$ cat src/hdl/acsf_pkg.sv
// ---------------------------------------------------------------------------
// acsf_pkg
// Shared widths, constants and beat types of the AC-coupling smoothing filter.
// ---------------------------------------------------------------------------
package acsf_pkg;

	// field widths
	localparam int SAMPLE_W  = 16;
	localparam int THR_W     = 15;
	localparam int GAIN_W    = 17;
	localparam int GAIN_FRAC = 16;
	localparam int FRAC_W    = 8;
	localparam int OUT_W     = 25;

	// datapath widths
	localparam int QUO_W  = SAMPLE_W + FRAC_W;
	localparam int MEAN_W = 25;
	localparam int AC_W   = 25;
	localparam int ACC_W  = 43;

	// configuration port
	localparam int CFG_AW = 2;
	localparam int CFG_DW = 17;

	// configuration register indexes
	localparam logic [CFG_AW-1:0] REG_LIMIT  = 2'd0;
	localparam logic [CFG_AW-1:0] REG_NORMAL = 2'd1;
	localparam logic [CFG_AW-1:0] REG_FAULT  = 2'd2;

	// output queue
	localparam int OQ_DEPTH = 16;
	localparam int OQ_AW    = 4;

	localparam logic [GAIN_W-1:0] GAIN_ONE = 17'h10000;
	localparam logic signed [OUT_W-1:0] OUT_MAX = 25'sh0FFFFFF;
	localparam logic signed [OUT_W-1:0] OUT_MIN = 25'sh1000000;

	// item travelling down the pipeline next to the datapath
	typedef struct packed {
		logic                       vld;
		logic signed [SAMPLE_W-1:0] sample;
		logic                       bad;
		logic [GAIN_W-1:0]          gain;
	} acsf_tag_t;

	// result beat
	typedef struct packed {
		logic signed [OUT_W-1:0] filtered;
		logic                    bad;
	} acsf_res_t;

endpackage

$ cat src/hdl/acsf_smooth.sv
// ---------------------------------------------------------------------------
// acsf_smooth
// AC value, gain product and the exponential smoothing recurrence.
// ---------------------------------------------------------------------------
module acsf_smooth (
	input  logic                               clk,
	input  logic                               arst_n,
	input  acsf_pkg::acsf_tag_t                tag_s7,
	input  logic signed [acsf_pkg::MEAN_W-1:0] mean_s7,
	output logic                               res_vld,
	output acsf_pkg::acsf_res_t                res
);

	localparam int ACC_W = acsf_pkg::ACC_W;
	localparam int OUT_W = acsf_pkg::OUT_W;
	localparam int AC_W  = acsf_pkg::AC_W;
	localparam int GW    = acsf_pkg::GAIN_W;
	localparam int SH_W  = ACC_W - acsf_pkg::GAIN_FRAC;

	acsf_pkg::acsf_tag_t     tag_s8;
	logic signed [AC_W-1:0]  ac_s8;
	logic                    vld_s9;
	logic                    bad_s9;
	logic signed [ACC_W-1:0] gac_s9;
	logic [GW-1:0]           hg_s9;
	logic signed [OUT_W-1:0] prev_q;
	logic signed [ACC_W-1:0] acc;
	logic signed [SH_W-1:0]  shifted;
	logic                    ovf;
	logic signed [OUT_W-1:0] sat;

	// recurrence on the previous output
	assign acc     = gac_s9 + ACC_W'($signed({1'b0, hg_s9})) * ACC_W'(prev_q);
	assign shifted = acc[ACC_W-1:acsf_pkg::GAIN_FRAC];
	assign ovf     = (shifted[SH_W-1:OUT_W-1] != '0) && (shifted[SH_W-1:OUT_W-1] != '1);
	assign sat     = ovf ? (shifted[SH_W-1] ? acsf_pkg::OUT_MIN : acsf_pkg::OUT_MAX)
	                     : shifted[OUT_W-1:0];

	// ac value and gain-side product
	always_ff @(posedge clk) begin
		ac_s8  <= (AC_W'(tag_s7.sample) <<< acsf_pkg::FRAC_W) - mean_s7;
		gac_s9 <= ACC_W'($signed({1'b0, tag_s8.gain})) * ACC_W'(ac_s8);
		hg_s9  <= acsf_pkg::GAIN_ONE - tag_s8.gain;
		bad_s9 <= tag_s8.bad;
	end

	// control and previous output
	always_ff @(posedge clk or negedge arst_n) begin
		if (!arst_n) begin
			tag_s8 <= '0;
			vld_s9 <= 1'b0;
			prev_q <= '0;
		end else begin
			tag_s8 <= tag_s7;
			vld_s9 <= tag_s8.vld;
			if (vld_s9) begin
				prev_q <= sat;
			end
		end
	end

	assign res_vld      = vld_s9;
	assign res.filtered = sat;
	assign res.bad      = bad_s9;

endmodule

$ cat config.mk
export PLATFORM = sky130hd
export DESIGN_NAME = acsf_smooth
export DESIGN_NICKNAME = d
export VERILOG_FILES = /design/src/hdl/acsf_pkg.sv /design/src/hdl/acsf_smooth.sv
export SDC_FILE = /design/constraint.sdc
export NUM_CORES = 2
export LEC_CHECK = 0
export ABC_CLOCK_PERIOD_IN_PS = 7300
export BUFFER_PORTS_ARGS = -buffer_cell sky130_fd_sc_hd__buf_2
export CAP_MARGIN = 0
export CORE_UTILIZATION = 60
export CTS_CLUSTER_SIZE = 14
export DETAILED_ROUTE_END_ITERATION = 16
export GPL_ROUTABILITY_DRIVEN = 0
export PLACE_DENSITY = 0.86
export SLEW_MARGIN = 20
export SYNTH_ARGS = -nofsm -noshare
export SYNTH_HDL_FRONTEND = slang
export SYNTH_SLANG_ARGS = --single-unit
$ cat constraint.sdc
create_clock -name clk -period 7.3 [get_ports clk]
set_clock_uncertainty 0.2 [all_clocks]
set_input_delay 1.095 -clock clk [delete_from_list [all_inputs] [get_ports clk]]
set_output_delay 1.095 -clock clk [all_outputs]
set_load 0.05 [all_outputs]
==> key figures <==
Logic synthesis
  • Register area share after synthesis: 0.0782
  • Synth Instances: 4,030
  • Main synth FF type: dfxtp_1
  • Post-synth ARST share: 0.344
  • Unique cell type count in the Yosys netlist: 67
  • Top cell type by total area after synthesis: fa_1
  • Cell Area, Synth: ~36,000 µm²
  • Top post-synthesis cells by area: fa_1, inv_1, ha_1
  • Synth top area share: 0.478
  • YS warnings: 0
  • Yosys reg bits: 131
  • Post-synth top cells: inv_1, fa_1, nand2_1
  • Syn avg cell area: 9.04 µm²
  • Post-synth EDFFs: 0
  • Syn Nets: 5,194
  • Most instantiated library cell after synthesis: inv_1

Routing
  • Vias: 30.1k
  • Residual DRC: 0
  • Final ANT Viol Nets: 1
  • Pre-antenna DRT Iters: 8
  • WL final: approximately 110 mm
  • WL/cell: between 20 and 25 µm
  • DR vias/cell: roughly 5.9
  • First DRT Iteration DRCs: 3,181

Timing
  • Slew HR: 0.101
  • Fmax: about 110 MHz
  • Tmin final: around 9000 ps
  • Setup ws final: -1690 ps
  • Final hold viol count: 0
  • # setup viols final: 50
  • RSZ-0062 raised after global routing: yes
  • Max-slew violations: 0
  • Final period utilization: 1.23
  • Worst Tran Pin Value: 1340 ps

Final layout
  • Non-Filler Instances: 5,131
  • Area Overhead vs Synth: 15.5%
  • Layout cell share with drive strength beyond 1: 0.150
  • Fill count: 3,698
  • Design area: 42,100 µm²
  • Final net count: 5,500

Min path
  • WHS Path Cells: 0
  • Hold path startpoint: tag_s8[34]
  • Hold Path End: res_vld
  • Worst hold path class: reg -> reg

CTS
  • H-tree lvl count: 4
  • Clock sinks: 131
  • Clock Pin Slew Worst Setup and Hold Paths: 70 ps
  • Cts bufs inserted: 17
  • Longest Clk Path Bufs: 2
  • Post-CTS Hold Fix Bufs: 0
  • CTS Root Cell: clkbuf_16
  • Worst-Skew Late Latency: between 500 and 600 ps
  • TritonCTS clock tree: built

Placed design
  • # placed instances: 5,055
  • Placed Area: 40,300 µm²
  • Pre-CTS WS: -735 ps
  • Port-buffer cells: 88
  • Dpl hpwl: 79.3 mm

Die
  • Core area: 59,500 µm²
  • Area of the die: between 60,000 and 70,000 µm²
  • Starting Density: 0.612
  • Row cnt: just under 90
  • Chip Width: 248 µm
  • Top Ports: 89
  • Height of the die: 248 µm

Setup path
  • Worst-path maximum fanout: 8
  • FF-to-FF setup slack: -1160 ps
  • Reg2Reg Capture Point: prev_q[20]
  • CP startpoint kind: flop
  • Worst EP required: around 6000 ps
  • Reg2reg start: prev_q[24]
  • Nature of the critical path endpoint: output pin
  • Crit path DAT: 7700 ps
  • Crit path kind: reg -> out
  • Cells on worst reg2reg path: 24

Global routing
  • Initial antenna violation count: 10
  • GRT Util Overall: 0.348
  • Vias in the first global route: 32.3k
  • Gr ovfl total: 0
  • Largest net degree at the start of global routing: 46
  • First-pass GRT wire length: 163 mm

Run status
  • Failing checks: antenna rules, setup timing
  • Status: complete, but fails checks

Job
  • # Max-Cap Violations: 0
## worst max-delay path, stage by stage (launching register included)
cell and delay (ps):
dfrtp_2 430, buf_4 160, nand2_2 100, fa_2 440
fa_2 660, clkinvlp_4 170, bufbuf_16 300, fa_1 580
fa_1 600, fa_1 520, inv_1 70, fa_1 570
inv_1 100, ha_4 300, nand4_1 160, buf_4 200
nor2_2 160, a211oi_1 110, o21ai_2 280, nor2_1 120
nor2_2 260, o211ai_4 130, buf_12 170, clkbuf_16 180
a21o_4 230, buf_8 150
## layout make-up
type	count	area (µm²)	area share
Multi-Input combinational cell	2565	29200	0.694
Clock inverter	14	178	0.00422
Tap cell	773	967	0.0230
Sequential cell	131	2880	0.0684
Clock buffer	18	450	0.0107
Timing Repair Buffer	446	3940	0.0936
Antenna cell	9	22.5	0.000535
Inverter	1175	4420	0.105
## worst max path at each step
stage / startpoint / endpoint / depth (start not counted) / slack, ps
CTS: prev_q[24] / res[9] / 24 / -1000
global route: prev_q[22] / res[21] / 23 / -1760
floorplan: prev_q[24] / res[21] / 24 / -310
finish: prev_q[24] / res[15] / 25 / -1690
detailed placement: hg_s9[3] / res[21] / 23 / -740
global placement: prev_q[22] / res[21] / 25 / -630
## cells by family after synthesis
| kind of cell | count (synthesis) | synth area share |
|---|---|---|
| flip-flops | 131 | 0.0782 |
| buffers and inverters | 1334 | 0.138 |
| XOR/XNOR | 110 | 0.0267 |
| multiplexers | 18 | 0.00557 |
| adder cells (fa/ha/maj) | 1102 | 0.558 |
| AND/OR/NAND/NOR | 1078 | 0.144 |
| AO/OA/AOI/OAI | 257 | 0.0490 |
## sequential cells by signal, summed over array words and instances (netlist names)
register,count
gac_s9,43
ac_s8,25
prev_q,25
tag_s8,19
hg_s9,17
bad_s9,1
res_vld,1
## cell usage in the layout, fill, tap and decap left out, types with 10 or more instances in the layout
cell type and instances:
a21o_1 37, a21o_4 13, a21oi_1 49, a31oi_1 10, and2_1 381, buf_12 36
buf_2 63, buf_4 302, buf_6 24, buf_8 17, clkbuf_16 21, dfrtp_1 34
dfrtp_2 11, dfxtp_1 74, dfxtp_2 11, fa_1 853, fa_2 17, ha_1 219
ha_4 10, inv_1 1160, inv_2 11, mux2_2 18, nand2_1 519, nand3_1 13
nand4_1 13, nor2_1 52, nor3_1 23, o21a_1 11, o21ai_0 30, or3_1 12
xnor2_1 79, xor2_1 28
## metrics by stage
step                hold slack (ps)  utilization  setup TNS, ps
finish                          167        0.707         -50170
floorplan                       124            -          -5540
global placement                132        0.677         -13720
global route                    161        0.707         -53570
detailed placement              130        0.677         -16040
CTS                             140        0.697         -23560
## what timing repair did
action,4_1_cts,5_1_grt
pin swaps,36,45
gates resized for setup,117,98
endpoints found under the setup margin,25,45
setup buffers,15,16
gates cloned,1,3
## per-layer routing
metal | part of all wire | global-route usage
met1 | 0.32 | 0.397
met4 | 0.089 | 0.229
met5 | 0.0026 | 0
met3 | 0.14 | 0.0999
met2 | 0.45 | 0.572
Power is left out: the tool's default activity adds up to more than one toggle a clock period on the data nets, which glitch-free logic cannot reach.
