--- src/hdl/acsf_pkg.sv ---
// ---------------------------------------------------------------------------
// acsf_pkg
// Shared widths, constants and beat types of the AC-coupling smoothing filter.
// ---------------------------------------------------------------------------
package acsf_pkg;

	// field widths
	localparam int SAMPLE_W  = 16;
	localparam int THR_W     = 15;
	localparam int GAIN_W    = 17;
	localparam int GAIN_FRAC = 16;
	localparam int FRAC_W    = 8;
	localparam int OUT_W     = 25;

	// datapath widths
	localparam int QUO_W  = SAMPLE_W + FRAC_W;
	localparam int MEAN_W = 25;
	localparam int AC_W   = 25;
	localparam int ACC_W  = 43;

	// configuration port
	localparam int CFG_AW = 2;
	localparam int CFG_DW = 17;

	// configuration register indexes
	localparam logic [CFG_AW-1:0] REG_LIMIT  = 2'd0;
	localparam logic [CFG_AW-1:0] REG_NORMAL = 2'd1;
	localparam logic [CFG_AW-1:0] REG_FAULT  = 2'd2;

	// output queue
	localparam int OQ_DEPTH = 16;
	localparam int OQ_AW    = 4;

	localparam logic [GAIN_W-1:0] GAIN_ONE = 17'h10000;
	localparam logic signed [OUT_W-1:0] OUT_MAX = 25'sh0FFFFFF;
	localparam logic signed [OUT_W-1:0] OUT_MIN = 25'sh1000000;

	// item travelling down the pipeline next to the datapath
	typedef struct packed {
		logic                       vld;
		logic signed [SAMPLE_W-1:0] sample;
		logic                       bad;
		logic [GAIN_W-1:0]          gain;
	} acsf_tag_t;

	// result beat
	typedef struct packed {
		logic signed [OUT_W-1:0] filtered;
		logic                    bad;
	} acsf_res_t;

endpackage

--- src/hdl/acsf_outq.sv ---
// ---------------------------------------------------------------------------
// acsf_outq
// Result queue with credit count; holds every item in flight so the
// pipeline never stalls.
// ---------------------------------------------------------------------------
module acsf_outq (
	input  logic                clk,
	input  logic                arst_n,
	input  logic                take,
	input  logic                push,
	input  acsf_pkg::acsf_res_t push_res,
	output logic                in_full,
	output logic                out_valid,
	input  logic                out_stall,
	output acsf_pkg::acsf_res_t out_res
);

	localparam int AW    = acsf_pkg::OQ_AW;
	localparam int CNT_W = AW + 1;

	acsf_pkg::acsf_res_t q_regs [acsf_pkg::OQ_DEPTH];
	logic [CNT_W-1:0]    wr_q;
	logic [CNT_W-1:0]    rd_q;
	logic [CNT_W-1:0]    cnt_q;
	logic                pop;

	assign out_valid = wr_q != rd_q;
	assign pop       = out_valid && !out_stall;
	assign in_full   = cnt_q == CNT_W'(acsf_pkg::OQ_DEPTH);
	assign out_res   = q_regs[rd_q[AW-1:0]];

	// queue storage
	always_ff @(posedge clk) begin
		if (push) begin
			q_regs[wr_q[AW-1:0]] <= push_res;
		end
	end

	// pointers and credit count
	always_ff @(posedge clk or negedge arst_n) begin
		if (!arst_n) begin
			wr_q  <= '0;
			rd_q  <= '0;
			cnt_q <= '0;
		end else begin
			if (push) begin
				wr_q <= wr_q + CNT_W'(1);
			end
			if (pop) begin
				rd_q <= rd_q + CNT_W'(1);
			end
			cnt_q <= cnt_q + CNT_W'(take) - CNT_W'(pop);
		end
	end

endmodule

--- config.mk ---
export PLATFORM = sky130hd
export DESIGN_NAME = acsf_outq
export DESIGN_NICKNAME = d
export VERILOG_FILES = /design/src/hdl/acsf_pkg.sv /design/src/hdl/acsf_outq.sv
export SDC_FILE = /design/constraint.sdc
export NUM_CORES = 1
export LEC_CHECK = 0
export BUFFER_PORTS_ARGS = -buffer_cell sky130_fd_sc_hd__buf_4
export CELL_PAD_IN_SITES_DETAIL_PLACEMENT = 0
export CELL_PAD_IN_SITES_GLOBAL_PLACEMENT = 2
export CORE_MARGIN = 1
export CORE_UTILIZATION = 52
export CTS_CLUSTER_SIZE = 12
export DETAILED_ROUTE_END_ITERATION = 7
export HOLD_SLACK_MARGIN = 0.12
export MAX_ROUTING_LAYER = met4
export PLACE_DENSITY_LB_ADDON = 0.1
export SLEW_MARGIN = 20
export SYNTH_ARGS = -nofsm -noshare
export SYNTH_HDL_FRONTEND = slang
export SYNTH_SLANG_ARGS = --single-unit
--- constraint.sdc ---
create_clock -name clk -period 7.9 [get_ports clk]
set_input_delay 1.185 -clock clk [delete_from_list [all_inputs] [get_ports clk]]
set_output_delay 1.185 -clock clk [all_outputs]
set_load 0.02 [all_outputs]
==> run_results.csv <==
group,metric,value,unit
global_route,via_count_of_the_first_global_routing_pass,8529,
run_status,outcome,"complete, no violations",
floorplan,effective_utilization_at_floorplan,0.534,
yosys,ys_top_cells_by_area,"sky130_fd_sc_hd__edfxtp_1, sky130_fd_sc_hd__mux4_2, sky130_fd_sc_hd__mux2i_1",
placed_design,hpwlAfterDp,19400,um
sta,achievable-frequency,0.213,GHz
sta,worst_clock_skew,0.0104,ns
sta,worst_hold_slack,0.490,ns
clock_network,cts.sink_count,431,
global_route,grt_pass1_wl,53700,um
placed_design,post-place-ws,3.70,ns
routing,drtIter0Drc,787,
setup_path,cp_data_required_time,6.71,ns
routing,post_drt_via_cell_ratio,5.96,
finish,design.final.nets,975,
setup_path,setup.worst_path.end_class,"primary output",
yosys,postSynthRegisterBits,431,
floorplan,floorplan.die.height,183,um
min_path,worst_hold_path.num_cells,1,
routing,drt-total-wl,36100,um
yosys,multiplexer_share_of_the_synthesized_area,0.131,
setup_path,startpoint_type,"flip-flop",
floorplan,i_o_pins,59,
clock_network,cts.clk_slew.worst_paths,0.06,ns
clock_network,post_cts_hold_buffer_count,0,
min_path,hold_path_class,"reg -> reg",
placed_design,portBuffers,58,
yosys,net_count_after_synthesis,899,
floorplan,core_area,31900,um^2
sta,tightestPinTransition,0.977,ns
yosys,yosys.area_share.simple,0.0174,
routing,post_drt_wl_per_cell,26.0,um
yosys,number_of_distinct_library_cells_after_synthesis,38,
clock_network,tritoncts_buffer_count,44,
power,combinationalPowerShare,0.319,
sta,final.period_utilization,0.595,
routing,drt_first_pass_iters,4,
sta,rsz0062_at_grt,"false",
placed_design,gpl_wtd_cong,0.729,
floorplan,die_area,33400,um^2
yosys,synth_sequential_area_ratio,0.756,
sta,postLayoutSetupSlackWorst,3.20,ns
global_route,grt.total_usage,0.229,
power,clockPowerShare,0.257,
yosys,synth.avg_cell_area,19.9,um^2
finish,antennaDiodeCount,0,
global_route,grt_max_degree,71,
setup_path,arrival_time_of_the_worst_setup_path,3.51,ns
global_route,global_route.overflow_total,0,
placed_design,dp.cells,1321,
power,seq_pwr_share,0.425,
yosys,synth_area,17000,um^2
yosys,synth_top_family_by_area,"multiplexers",
sta,setup_viol_count_final,0,
finish,layout-drive-gt1-share,0.224,
setup_path,r2r_cells,12,
clock_network,clockRootBuffer,"sky130_fd_sc_hd__clkbuf_16",
routing,route.detailed.drc,0,
sta,finalHoldViolCount,0,
clock_network,tritoncts,"done",
sta,slew_headroom,0.349,
finish,layout-area-overhead-vs-synth,12.5,%
sta,period_needed,4.70,ns
yosys,synthAdderAreaFrac,0.00927,
yosys,yosys.area.top_type_share,0.734,
power,worst_ir_drop_vdd,0.211,mV
job,max_cap_violations,0,
power,p_int,4.73,mW
setup_path,cp_max_fo,50,
yosys,yosysWarningCount,0,
power,p_leak,6.47,nW
yosys,synth_cells,856,
clock_network,insertion_delay,0.53,ns
floorplan,die-width,183,um
floorplan,num_rows,65,
clock_network,post_cts.repair.setup_buffers,0,
sta,setup-tns-final,0,ns
sta,maxSlewViolCount,0,
setup_path,worst-setup-path-type,"reg -> out",
routing,route.vias.total,8274,
clock_network,cts_htree_levels,2,
yosys,yosys.area_share.xor_xnor,0.00875,
finish,post_layout_nonfiller_instances,1389,
power,switching_power,2.30,mW
power,pwr_density_cell,367,nW/um^2
clock_network,cts-resized-gates,0,
finish,final.fill_count,2328,
global_route,grt_antenna_before_repair,0,
power,switching_share,0.328,
yosys,compound_gate_fraction_of_synth_area,0.0517,
yosys,synth_largest_area_cell,"sky130_fd_sc_hd__edfxtp_1",
clock_network,clk_path_buf_depth,3,
routing,antenna_left,0,
==> layout by cell type, fill, tap and decap left out, types with 4 or more instances in the layout <==
cell type	netlist	layout
sky130_fd_sc_hd__edfxtp_1	416	416
sky130_fd_sc_hd__mux4_2	49	49
sky130_fd_sc_hd__clkinv_1	0	12
sky130_fd_sc_hd__o21ai_1	17	17
sky130_fd_sc_hd__nor2_2	0	6
sky130_fd_sc_hd__buf_4	4	77
sky130_fd_sc_hd__a22oi_1	26	26
sky130_fd_sc_hd__clkbuf_16	0	45
sky130_fd_sc_hd__nand2b_1	6	6
sky130_fd_sc_hd__a221oi_1	14	14
sky130_fd_sc_hd__o211ai_1	26	26
sky130_fd_sc_hd__dfrtp_1	15	11
sky130_fd_sc_hd__ha_1	11	11
sky130_fd_sc_hd__xor2_1	13	13
sky130_fd_sc_hd__mux2i_1	104	104
sky130_fd_sc_hd__nand2_1	37	37
sky130_fd_sc_hd__nor2_4	0	8
sky130_fd_sc_hd__clkbuf_1	12	10
sky130_fd_sc_hd__inv_1	8	8
sky130_fd_sc_hd__a221oi_2	12	12
sky130_fd_sc_hd__xnor2_1	4	4
sky130_fd_sc_hd__o21ai_0	10	10
==> worst paths after layout <==
kind | start | endpoint | slack, ns
max in group asynchronous | arst_n | rd_q[0] | 7.18
hold reg to reg | rd_q[4] | rd_q[4] | 0.49
min in group asynchronous | arst_n | cnt_q[2] | 0.51
hold / removal | rd_q[4] | rd_q[4] | 0.49
setup reg to reg | rd_q[1] | cnt_q[4] | 4.35
setup / recovery | rd_q[0] | out_res[22] | 3.20
==> cells by family after synthesis <==
group	after synthesis
and+or+nand+nor	68
DFF	431
xor gates and xnor gates	17
buffers and inverters	59
AOI/OAI and AO/OA	112
adders and majority gates	12
muxes	157
==> power by group through the flow <==
stage	sequential (mW)	clock, mW	combinational [mW]
floorplan	2.87	0	1.73
global placement	3.02	0	2.22
detailed placement	3.04	0	2.26
CTS	2.99	1.84	2.27
global route	3.02	1.93	2.41
finish	2.99	1.81	2.24
==> stage by stage <==
step,utilization,area [um^2],total power [mW]
after floorplan,-,17000,4.60
after global placement,0.560,17900,5.24
after detailed placement,0.562,17900,5.30
after CTS,0.600,19100,7.10
after global routing,0.600,19100,7.35
final,0.600,19100,7.03
==> metal layers <==
| layer | up-vias | wire, um | global-route usage | part of all wire |
|---|---|---|---|---|
| li1 | 3624 | - | - | - |
| met1 | 4386 | 15700 | 0.307 | 0.43 |
| met2 | 219 | 18100 | 0.373 | 0.50 |
| met3 | 45 | 1740 | 0.0310 | 0.048 |
| met4 | 0 | 558 | 0.0593 | 0.015 |
| met5 | - | 0 | - | 0 |
==> registers in the layout, summed over array words and instances, names as in the netlist <==
signal / flops
cnt_q: 5
q_regs: 416
rd_q: 5
wr_q: 5
==> Yosys cell counts (all sizes together) <==
library cell    n
inv             8
a21oi           4
o21ai          27
mux2i         104
a211oi          2
xnor2           4
nand2b          6
edfxtp        416
a22oi          26
a21o            1
a221oi         26
nand4           1
o211ai         26
nor2           17
ha             11
mux4           52
buf            38
nand2          37
clkbuf         13
xor2           13
mux2            1
and2            1
nor2b           2
nor3            4
fa              1
dfrtp          15
==> area by class of cell <==
type	count	area (um^2)	area share
flip-flops and latches	431	12900	0.673
clock inverters	13	50.0	0.00261
repair buffers	81	666	0.0348
inverters	8	30.0	0.00157
well taps	435	544	0.0284
clock buffers	55	1160	0.0608
multi-input cells	366	3810	0.199
==> worst max-delay path, cell delays in order (launching register included) <==
cell and delay [ns]:
sky130_fd_sc_hd__dfrtp_4 1.05, sky130_fd_sc_hd__buf_4 0.74, sky130_fd_sc_hd__mux4_2 0.59, sky130_fd_sc_hd__o211ai_1 0.19, sky130_fd_sc_hd__nand2_1 0.14, sky130_fd_sc_hd__buf_4 0.18
Power figures use the tool's default switching activity.
