$ cat src/hdl/acsf_pkg.sv
// ---------------------------------------------------------------------------
// acsf_pkg
// Shared widths, constants and beat types of the AC-coupling smoothing filter.
// ---------------------------------------------------------------------------
package acsf_pkg;

	// field widths
	localparam int SAMPLE_W  = 16;
	localparam int THR_W     = 15;
	localparam int GAIN_W    = 17;
	localparam int GAIN_FRAC = 16;
	localparam int FRAC_W    = 8;
	localparam int OUT_W     = 25;

	// datapath widths
	localparam int QUO_W  = SAMPLE_W + FRAC_W;
	localparam int MEAN_W = 25;
	localparam int AC_W   = 25;
	localparam int ACC_W  = 43;

	// configuration port
	localparam int CFG_AW = 2;
	localparam int CFG_DW = 17;

	// configuration register indexes
	localparam logic [CFG_AW-1:0] REG_LIMIT  = 2'd0;
	localparam logic [CFG_AW-1:0] REG_NORMAL = 2'd1;
	localparam logic [CFG_AW-1:0] REG_FAULT  = 2'd2;

	// output queue
	localparam int OQ_DEPTH = 16;
	localparam int OQ_AW    = 4;

	localparam logic [GAIN_W-1:0] GAIN_ONE = 17'h10000;
	localparam logic signed [OUT_W-1:0] OUT_MAX = 25'sh0FFFFFF;
	localparam logic signed [OUT_W-1:0] OUT_MIN = 25'sh1000000;

	// item travelling down the pipeline next to the datapath
	typedef struct packed {
		logic                       vld;
		logic signed [SAMPLE_W-1:0] sample;
		logic                       bad;
		logic [GAIN_W-1:0]          gain;
	} acsf_tag_t;

	// result beat
	typedef struct packed {
		logic signed [OUT_W-1:0] filtered;
		logic                    bad;
	} acsf_res_t;

endpackage

$ cat src/hdl/acsf_mean.sv
// ---------------------------------------------------------------------------
// acsf_mean
// Window mean with 8 fractional bits, floor rounded, by reciprocal multiply
// with a one-step remainder correction.
// ---------------------------------------------------------------------------
module acsf_mean #(
	parameter int WINDOW_LEN = 100,
	localparam int SUM_W = acsf_pkg::SAMPLE_W + $clog2(WINDOW_LEN)
) (
	input  logic                                    clk,
	input  logic                                    arst_n,
	input  acsf_pkg::acsf_tag_t                     tag_s2,
	input  logic signed [SUM_W-1:0]                 sum,
	output acsf_pkg::acsf_tag_t                     tag_s7,
	output logic signed [acsf_pkg::MEAN_W-1:0]      mean_s7
);

	// the magnitude never exceeds 2**K, so one correction step suffices
	localparam int K     = SUM_W - 1;
	localparam int RCP_W = K + acsf_pkg::FRAC_W;
	localparam logic [RCP_W-1:0] RCP = RCP_W'((64'd1 << RCP_W) / WINDOW_LEN);
	localparam int LO_W  = SUM_W / 2;
	localparam int HI_W  = SUM_W - LO_W;
	localparam int PH_W  = HI_W + RCP_W;
	localparam int PL_W  = LO_W + RCP_W;
	localparam int P_W   = SUM_W + RCP_W;
	localparam int PR_W  = SUM_W + acsf_pkg::FRAC_W;
	localparam int QW    = acsf_pkg::QUO_W;
	localparam int MW    = acsf_pkg::MEAN_W;

	acsf_pkg::acsf_tag_t tag_s3, tag_s4, tag_s5, tag_s6;
	logic                neg_s3, neg_s4, neg_s5, neg_s6;
	logic [SUM_W-1:0]    amag_s3, amag_s4, amag_s5, amag_s6;
	logic [PH_W-1:0]     pp_hi_s4;
	logic [PL_W-1:0]     pp_lo_s4;
	logic [P_W-1:0]      prod_full;
	logic [QW-1:0]       q0_s5, q0_s6;
	logic [PR_W-1:0]     back_s6;
	logic [PR_W-1:0]     num;
	logic [PR_W-1:0]     rem;
	logic                ge;
	logic                nz;
	logic [QW-1:0]       quo;
	logic signed [MW-1:0] mean_mag;

	// estimate from the two partial products
	assign prod_full = (P_W'(pp_hi_s4) << LO_W) + P_W'(pp_lo_s4);

	// remainder check and floor toward minus infinity
	assign num      = {amag_s6, acsf_pkg::FRAC_W'(0)};
	assign rem      = num - back_s6;
	assign ge       = rem >= PR_W'(WINDOW_LEN);
	assign nz       = ge ? (rem != PR_W'(WINDOW_LEN)) : (rem != '0);
	assign quo      = q0_s6 + QW'(ge);
	assign mean_mag = MW'(quo);

	// datapath stages
	always_ff @(posedge clk) begin
		neg_s3   <= sum[SUM_W-1];
		amag_s3  <= sum[SUM_W-1] ? SUM_W'(-sum) : SUM_W'(sum);
		neg_s4   <= neg_s3;
		amag_s4  <= amag_s3;
		pp_hi_s4 <= PH_W'(amag_s3[SUM_W-1:LO_W]) * PH_W'(RCP);
		pp_lo_s4 <= PL_W'(amag_s3[LO_W-1:0]) * PL_W'(RCP);
		neg_s5   <= neg_s4;
		amag_s5  <= amag_s4;
		q0_s5    <= prod_full[K +: QW];
		neg_s6   <= neg_s5;
		amag_s6  <= amag_s5;
		q0_s6    <= q0_s5;
		back_s6  <= PR_W'(q0_s5) * PR_W'(WINDOW_LEN);
		mean_s7  <= neg_s6 ? -(mean_mag + MW'(nz)) : mean_mag;
	end

	// item tags
	always_ff @(posedge clk or negedge arst_n) begin
		if (!arst_n) begin
			tag_s3 <= '0;
			tag_s4 <= '0;
			tag_s5 <= '0;
			tag_s6 <= '0;
			tag_s7 <= '0;
		end else begin
			tag_s3 <= tag_s2;
			tag_s4 <= tag_s3;
			tag_s5 <= tag_s4;
			tag_s6 <= tag_s5;
			tag_s7 <= tag_s6;
		end
	end

endmodule

$ cat config.mk
export PLATFORM = sky130hd
export DESIGN_NAME = acsf_mean
export DESIGN_NICKNAME = d
export VERILOG_FILES = /design/src/hdl/acsf_pkg.sv /design/src/hdl/acsf_mean.sv
export SDC_FILE = /design/constraint.sdc
export NUM_CORES = 1
export LEC_CHECK = 0
export BUFFER_PORTS_ARGS = -buffer_cell sky130_fd_sc_hd__buf_2
export CAP_MARGIN = 0
export CORE_ASPECT_RATIO = 1.4
export CORE_MARGIN = 2
export CORE_UTILIZATION = 56
export CTS_BUF_LIST = sky130_fd_sc_hd__clkbuf_4 sky130_fd_sc_hd__clkbuf_8 sky130_fd_sc_hd__clkbuf_16
export DETAILED_ROUTE_END_ITERATION = 8
export HOLD_SLACK_MARGIN = 0.05
export PLACE_DENSITY = 0.77
export SLEW_MARGIN = 30
export SYNTH_ARGS = -nofsm -noshare
export SYNTH_HDL_FRONTEND = slang
export SYNTH_SLANG_ARGS = --single-unit
$ cat constraint.sdc
create_clock -name clk -period 6.3 [get_ports clk]
set_input_delay 0.945 -clock clk [delete_from_list [all_inputs] [get_ports clk]]
set_output_delay 0.945 -clock clk [all_outputs]
set_load 0.02 [all_outputs]
==> flow_summary_export.csv, run 1 <==
group,metric,value,unit
run_status,status,"finished, final reports clean",
min_path,min_to,"amag_s6[6]$_DFF_P_",
timing,fin_ws,0.3383,ns
cts,cts_tree,"yes",
yosys,synth.distinct_cells,88,
yosys,yosysWarnings,0,
global_route,grtUsageTotal,0.2397,
routing,antenna_left,0,
critical_path,critPathMaxFanout,10,
min_path,hold_path_depth,0,
cells_and_area,final_layout_size_suffix_gt1_frac,0.1145,
timing,worst_pin_slew,0.8434,ns
yosys,synthArstFlopShare,0.4118,
timing,fin_crit,5.962,ns
cts,insertion_delay,0.57,ns
die,start_util,0.5684,
timing,rsz0062_at_grt,"false",
critical_path,arrival,6.38,ns
timing,hold_viol,0,
yosys,ys_seq_elements,425,
die,io_pins,120,
cts,path_clk_slew,0.07,ns
yosys,netlist_area,23990,sq um
timing,clock_skew,0.03746,ns
cts,root_buffer,"clkbuf_16",
die,die_h,248.9,um
routing,viasPerCell,5.441,
global_route,grt_pass1_wl,84110,um
yosys,yosys-top-cells-area,"dfxtp_1 (21%), dfrtp_1 (18%), ha_1 (17%), fa_1 (13%), inv_1 (4.9%)",
critical_path,crit_type,"flip-flop to flip-flop",
global_route,grt_pass1_vias,17230,
critical_path,cp_slowest_stage_delay,0.40,ns
timing,finalSetupViolations,0,
place,port_buffers,119,
critical_path,critical_path_required,6.72,ns
cts,cts.htree.levels,2,
critical_path,crit_path_top_delay_cell,"o41ai_4",
min_path,holdCritStartpoint,"amag_s5[6]$_DFF_P_",
critical_path,setup.worst_path.start_class,"flip-flop",
critical_path,reg2reg_to,"mean_s7[23]$_DFF_P_",
cells_and_area,fin_area,26990,sq um
routing,vias,16010,
cts,cts_buffers,40,
place,gp_congestion,0.9415,
critical_path,crit_path_end_kind,"flip-flop",
global_route,grt_overflow_total,0,
routing,drt-total-wl,51730,um
yosys,synth_edf_count,0,
critical_path,r2r-start,"back_s6[9]$_DFF_P_",
routing,routedWlPerCell,17.58,um
die,die_w,178.9,um
yosys,synth.yosys.seq_area_share,0.3912,
yosys,yosys.area.top_type,"dfxtp_1",
critical_path,path_buf_inv,3,
yosys,synthFlopType,"dfxtp_1",
die,rows,89,
routing,drtPass1Iterations,5,
yosys,synth_fp_nets,2745,
cells_and_area,fillers,3300,
yosys,yosysMostFrequentCell,"ha_1",
timing,max_slew_margin,0.4304,
timing,max_freq,167.7,MHz
global_route,antenna_found_initial,2,
timing,slew_violations,0,
timing,setup-tns-final,0,ns
yosys,syn-instance-count,2196,
die,die_area,44530,sq um
cts,cts_hold_buffers,0,
die,core_area,42200,sq um
critical_path,ff2ff_path_depth,28,
min_path,worst_hold_path_type,"flip-flop to flip-flop",
cts,clk_path_buf_depth,3,
cells_and_area,nets,2913,
cts,clkSinkCount,425,
cells_and_area,stdcell_count,2942,
cells_and_area,syn_to_final_growth,12.50,%
critical_path,path_delay_family,"compound AO/OA/AOI/OAI gates",
timing,fin_crit_sh,0.9463,
place,dpl_cell_area,25380,sq um
global_route,grt_max_degree,105,
critical_path,rrSetupSlack,0.34,ns
yosys,synthTopCellsByCount,"ha_1 (330), inv_1 (316), dfxtp_1 (250)",
place,hpwl,40980,um
job,max-cap-violations,0,
place,dp.cells,2865,
routing,drt_iter0_markers,698,
routing,drc,0,
yosys,synth.top_cell.area_share,0.2086,
place,pre_cts_ws,0.06575,ns
yosys,syn-mean-instance-area,10.92,sq um
how the worst max path moves through the flow:
stage	from	end	slack, ns	cells after the start
detailed placement	q0_s6[1]$_DFF_P_	mean_s7[23]$_DFF_P_	0.07	26
CTS	back_s6[9]$_DFF_P_	mean_s7[17]$_DFF_P_	0.09	25
floorplan	q0_s6[1]$_DFF_P_	mean_s7[23]$_DFF_P_	0.38	30
finish	back_s6[9]$_DFF_P_	mean_s7[23]$_DFF_P_	0.34	28
global placement	back_s6[9]$_DFF_P_	mean_s7[23]$_DFF_P_	0.26	26
global route	back_s6[8]$_DFF_P_	mean_s7[23]$_DFF_P_	0.002	28
registers in the layout (all words and copies together) (netlist names), 23 cells and up:
register / flops
amag_s3: 23
amag_s4: 23
amag_s5: 23
amag_s6: 23
back_s6: 26
mean_s7: 25
pp_hi_s4: 32
pp_lo_s4: 23
q0_s5: 24
q0_s6: 24
tag_s3: 35
tag_s4: 35
tag_s5: 35
tag_s6: 35
tag_s7: 35
what timing repair did:
| item | 4_1_cts | 5_1_grt |
|---|---|---|
| resized for setup | 1 | 24 |
| pin swaps | 0 | 6 |
| buffers inserted | 0 | 3 |
| setup endpoints to repair | 1 | 14 |
cell usage in the layout, fill, tap and decap left out, types with 15 or more instances in the layout:
cell | netlist | layout
a21o_1 | 41 | 41
a21oi_1 | 90 | 88
and3_1 | 16 | 16
buf_2 | 6 | 118
buf_4 | 3 | 32
clkbuf_16 | 0 | 40
dfrtp_1 | 175 | 175
dfxtp_1 | 250 | 250
fa_1 | 159 | 159
ha_1 | 330 | 327
inv_1 | 316 | 316
nand2_1 | 96 | 96
nand3_1 | 42 | 41
nand4_1 | 16 | 16
nor2_1 | 112 | 112
nor2b_1 | 16 | 16
nor3_1 | 26 | 26
o21a_1 | 17 | 17
o21ai_0 | 67 | 66
or3_1 | 15 | 15
xnor2_1 | 117 | 116
xor2_1 | 43 | 42
cell type report:
class,instances,area (sq um),share of cell area
Sequential cell,425,9384,0.3477
Timing Repair Buffer,152,855.8,0.03171
Clock inverter,16,299.0,0.01108
Clock buffer,55,1139,0.04219
Antenna cell,3,7.507,0.0002782
Inverter,316,1186,0.04395
Tap cell,546,683.2,0.02532
Multi-Input combinational cell,1429,13430,0.4977
layer usage:
layer  vias to the layer above  wire (um)  GRT usage
met2                       360      28200     0.4541
met4                         0       2713     0.1185
met3                       153       1856    0.02915
li1                       7715          -          -
met1                      7778      18970     0.2563
met5                         -          0          0
cells by family after synthesis:
family | share of synthesized area
AOI/OAI and AO/OA | 0.09962
xor gates and xnor gates | 0.05910
adders and majority gates | 0.3053
buffers and inverters | 0.05430
DFF | 0.3912
muxes | 0.004329
and+or+nand+nor | 0.08617
metrics by stage:
stage / utilization / hold WS [ns]
2_1_floorplan: - / 0.3096
3_3_place_gp: 0.6014 / 0.3122
3_5_place_dp: 0.6014 / 0.3121
4_1_cts: 0.6356 / 0.3223
5_1_grt: 0.6394 / 0.3269
6_report: 0.6394 / 0.3207
Power of run 1 is not shown: default switching activity piles up to over one toggle a cycle in this logic, so the estimate is an artifact.
==> run 2, diff against run 1 <==
- CTS_BUF_LIST: sky130_fd_sc_hd__clkbuf_4 sky130_fd_sc_hd__clkbuf_8 sky130_fd_sc_hd__clkbuf_16 -> unset
==> run 2 against run 1 <==
Design area about the same. Global-route usage about the same. Routed wire length increased by 0.32%. Maximum frequency about the same. Setup slack got worse by 0.0012 ns. Register-to-register slack about the same. Via count decreased by 0.31%. Sequential share of layout area about the same. First-iteration DRC count increased by 3.0%. Cell count about the same.
==> flow_summary_export.csv, run 2 (synthesis gave the netlist of run 1 again) <==
group,metric,value,unit
timing,fin_crit,5.963,ns
routing,drt_iter0_markers,719,
global_route,grt_overflow_total,0,
routing,drc,0,
die,die_w,178.9,um
timing,slew_violations,0,
timing,rsz0062_at_grt,"true",
timing,fin_ws,0.3371,ns
routing,drtPass1Iterations,5,
die,die_area,44530,sq um
global_route,grt_pass1_wl,84120,um
place,port_buffers,119,
timing,max_slew_margin,0.4365,
routing,vias,15960,
cells_and_area,final_cell_mix,"ha_1 (327), inv_1 (316), dfxtp_1 (250)",
critical_path,setup.worst_path.start_class,"flip-flop",
min_path,hold_path_depth,0,
routing,drt-total-wl,51900,um
timing,finalSetupViolations,0,
routing,viasPerCell,5.420,
cts,path_clk_slew,0.06,ns
die,rows,89,
global_route,grt_pass1_vias,17220,
cells_and_area,nets,2913,
timing,worst_pin_slew,0.8344,ns
critical_path,critical_path_required,6.74,ns
global_route,antenna_found_initial,2,
timing,max_freq,167.7,MHz
cts,clk_path_buf_depth,3,
critical_path,ff2ff_path_depth,17,
global_route,grtUsageTotal,0.2401,
min_path,worst_hold_path_type,"flip-flop to flip-flop",
timing,hold_viol,0,
cells_and_area,fillers,3319,
die,die_h,248.9,um
cts,clkSinkCount,425,
cts,cts_tree,"yes",
cts,cts_buffers,40,
job,max-cap-violations,0,
place,hpwl,40980,um
critical_path,crit_path_end_kind,"flip-flop",
critical_path,critPathMaxFanout,6,
die,core_area,42200,sq um
cts,cts.htree.levels,2,
routing,antenna_left,0,
cells_and_area,layout_commonest_cell,"ha_1",
place,pre_cts_ws,0.06575,ns
place,gp_congestion,0.9415,
global_route,grt_max_degree,105,
critical_path,crit_type,"flip-flop to flip-flop",
critical_path,arrival,6.41,ns
timing,fin_crit_sh,0.9465,
timing,clock_skew,0.03199,ns
routing,routedWlPerCell,17.63,um
cts,insertion_delay,0.56,ns
die,io_pins,120,
die,start_util,0.5684,
cells_and_area,final_layout_size_suffix_gt1_frac,0.1112,
run_status,status,"finished, final reports clean",
cts,root_buffer,"clkbuf_16",
cells_and_area,syn_to_final_growth,12.40,%
run 2: metal layers:
metal | GRT usage | vias up | part of all wire
met5 | 0 | - | 0
met4 | 0.1222 | 0 | 0.053
met3 | 0.02824 | 156 | 0.036
met2 | 0.4563 | 374 | 0.54
met1 | 0.2545 | 7724 | 0.37
li1 | - | 7702 | -
run 2: critical path, stage by stage (launching register included):
cell and delay (ns):
dfxtp_1 0.52, fa_1 0.56, fa_1 0.54, inv_1 0.05, fa_1 0.50, inv_1 0.07, fa_1 0.52, fa_1 0.53
ha_1 0.36, o21a_1 0.13, o21a_1 0.17, o21ai_0 0.17, o41a_1 0.29, o211ai_1 0.18, a21oi_1 0.44, o21ai_0 0.22
o41ai_1 0.35, xnor2_1 0.24
run 2: per-stage QoR:
step	util	instance area, sq um	hold WS [ns]	TNS, ns	cells
after floorplan	-	23990	0.3096	0	2196
after global placement	0.6014	25380	0.3122	0	2865
after detailed placement	0.6014	25380	0.3121	0	2865
after CTS	0.6346	26780	0.3225	0	2936
after global routing	0.6387	26950	0.3272	-0.04680	2941
final	0.6388	26960	0.3229	0	2944
run 2: what timing repair did:
item,4_1_cts,5_1_grt
endpoints found under the setup margin,2,14
buffers inserted,0,3
pin swaps,0,8
resized for setup,1,28
hold buffers,0,0
run 2: cell type report:
type / instances / area (sq um) / share of cell area
multi-input combinational: 1429 / 13440 / 0.4986
clock inverter: 16 / 299.0 / 0.01109
clock buffer: 55 / 1097 / 0.04070
inverter: 316 / 1186 / 0.04399
timing repair buffer: 152 / 855.8 / 0.03174
tap: 546 / 683.2 / 0.02534
sequential: 425 / 9384 / 0.3480
antenna: 5 / 12.51 / 0.0004641
run 2: worst paths after layout:
| path | startpoint | slack (ns) | endpoint |
|---|---|---|---|
| worst min-delay path | amag_s5[9]$_DFF_P_ | 0.32 | amag_s6[9]$_DFF_P_ |
| worst min register to register | amag_s5[9]$_DFF_P_ | 0.32 | amag_s6[9]$_DFF_P_ |
| worst max register to register | amag_s3[2]$_DFF_P_ | 0.34 | pp_lo_s4[34]$_DFF_P_ |
| min in group asynchronous | arst_n | 0.44 | tag_s7[0]$_DFF_PN0_ |
| max in group asynchronous | arst_n | 4.74 | tag_s3[19]$_DFF_PN0_ |
| worst max-delay path | amag_s3[2]$_DFF_P_ | 0.34 | pp_lo_s4[34]$_DFF_P_ |
Power of run 2 is left out for the same reason.
==> run 3, diff against run 2 <==
- MAX_ROUTING_LAYER: unset -> met4
- SKIP_CTS_REPAIR_TIMING: unset -> 1
==> run 3 against run 2 <==
Critical path depth increased by 9. Flip-flop and latch count unchanged. Non-clock buffer count decreased by 2. First-iteration DRC count increased by 11%. Clock skew decreased by 0.019 ns. Setup slack improved by 0.069 ns. Maximum frequency increased by 1.2%. Sequential share of layout area about the same. Via count increased by 0.46%.
==> flow_summary_export.csv, run 3 (synthesis gave the netlist of run 1 again) <==
group,metric,value,unit
run_status,status,"finished, final reports clean",
critical_path,cp_slowest_stage_delay,0.43,ns
critical_path,ff2ff_path_depth,26,
cts,path_clk_slew,0.06,ns
cts,insertion_delay,0.57,ns
die,start_util,0.5684,
timing,max_slew_margin,0.4817,
cts,cts_buffers,41,
global_route,grt_max_degree,93,
cts,root_buffer,"clkbuf_16",
timing,fin_crit,5.894,ns
cells_and_area,layout_commonest_cell,"ha_1",
cells_and_area,fillers,3308,
global_route,grt_util_met3,0.02274,
global_route,use_met1,0.2623,
routing,drtPass1Iterations,6,
critical_path,setup.worst_path.start_class,"flip-flop",
timing,rsz0062_at_grt,"false",
routing,routedWlPerCell,17.59,um
timing,hold_viol,0,
critical_path,crit_path_end_kind,"flip-flop",
routing,vias,16030,
timing,holdWs,0.3235,ns
cts,cts_tree,"yes",
cells_and_area,syn_to_final_growth,12.39,%
timing,setup-tns-final,0,ns
global_route,grt_use_met2,0.4578,
cts,cts.htree.levels,2,
timing,worst_pin_slew,0.7774,ns
global_route,grt_busiest_layer,"met2",
min_path,hold_path_depth,0,
timing,finalSetupViolations,0,
cells_and_area,final_cell_mix,"ha_1 (328), inv_1 (316), dfxtp_1 (250)",
critical_path,crit_path_top_delay_cell,"o41ai_4",
global_route,grt_pass1_vias,17280,
global_route,grt_pass1_wl,84570,um
critical_path,arrival,6.38,ns
place,gp_congestion,0.9368,
cells_and_area,fin_area,26960,sq um
routing,drt_iter0_markers,795,
timing,fin_ws,0.4060,ns
die,io_pins,120,
timing,clock_skew,0.01298,ns
cells_and_area,nets,2912,
routing,antenna_left,0,
place,dpl_cell_area,25350,sq um
cts,clk_path_buf_depth,3,
critical_path,critical_path_required,6.79,ns
critical_path,critPathMaxFanout,7,
place,pre_cts_ws,0.1387,ns
place,port_buffers,119,
routing,drt-total-wl,51750,um
die,die_w,178.9,um
critical_path,crit_type,"flip-flop to flip-flop",
cts,clkSinkCount,425,
die,die_h,248.9,um
global_route,grt_overflow_total,0,
cells_and_area,final_layout_size_suffix_gt1_frac,0.1107,
job,max-cap-violations,0,
global_route,antenna_found_initial,1,
die,die_area,44530,sq um
routing,drc,0,
routing,viasPerCell,5.449,
min_path,worst_hold_path_type,"flip-flop to flip-flop",
die,rows,89,
timing,fin_crit_sh,0.9356,
timing,slew_violations,0,
global_route,grtUsageTotal,0.2475,
die,core_area,42200,sq um
place,hpwl,40550,um
timing,max_freq,169.7,MHz
## run 3: changes by cell type in the layout (fill, tap and decap cells not counted), sizes merged
cell,delta
buf,-1
clkbuf,-4
clkinv,+3
clkinvlp,+4
diode,-3
inv,-1
## run 3: final timing paths
| check | startpoint | endpoint | slack (ns) |
|---|---|---|---|
| worst max-delay path | back_s6[9]$_DFF_P_ | mean_s7[20]$_DFF_P_ | 0.41 |
| worst min-delay path | amag_s5[20]$_DFF_P_ | amag_s6[20]$_DFF_P_ | 0.32 |
| worst max register to register | back_s6[9]$_DFF_P_ | mean_s7[20]$_DFF_P_ | 0.41 |
| worst min register to register | amag_s5[20]$_DFF_P_ | amag_s6[20]$_DFF_P_ | 0.32 |
| max in group asynchronous | arst_n | tag_s3[23]$_DFF_PN0_ | 4.67 |
| min in group asynchronous | arst_n | tag_s7[15]$_DFF_PN0_ | 0.44 |
## run 3: cell type report
cell class	count	area (sq um)	share of cell area
multi-input cells	1429	13430	0.4983
flip-flops and latches	425	9384	0.3481
inverters	316	1186	0.04400
clock buffers	52	1097	0.04070
repair buffers	150	838.3	0.03109
well taps	546	683.2	0.02534
clock inverters	22	331.6	0.01230
diodes	2	5.005	0.0001856
## run 3: through the flow
stage | instances | utilization
CTS | 2935 | 0.6346
global route | 2941 | 0.6387
floorplan | 2196 | -
detailed placement | 2861 | 0.6007
finish | 2942 | 0.6388
global placement | 2861 | 0.6007
## run 3: critical path, delay by kind of cell, from the launching register on
family | cells | cell delay, ns
AOI/OAI and AO/OA | 12 | 2.99
adders and majority gates | 4 | 1.14
and+or+nand+nor | 5 | 0.74
xor gates and xnor gates | 3 | 0.50
DFF | 1 | 0.32
buffers and inverters | 2 | 0.13
## run 3: per-layer routing
metal,part of all wire,vias up
met5,0,-
met4,0.049,0
met3,0.027,134
met2,0.55,333
met1,0.38,7860
li1,-,7703
Power of run 3 is left out for the same reason.
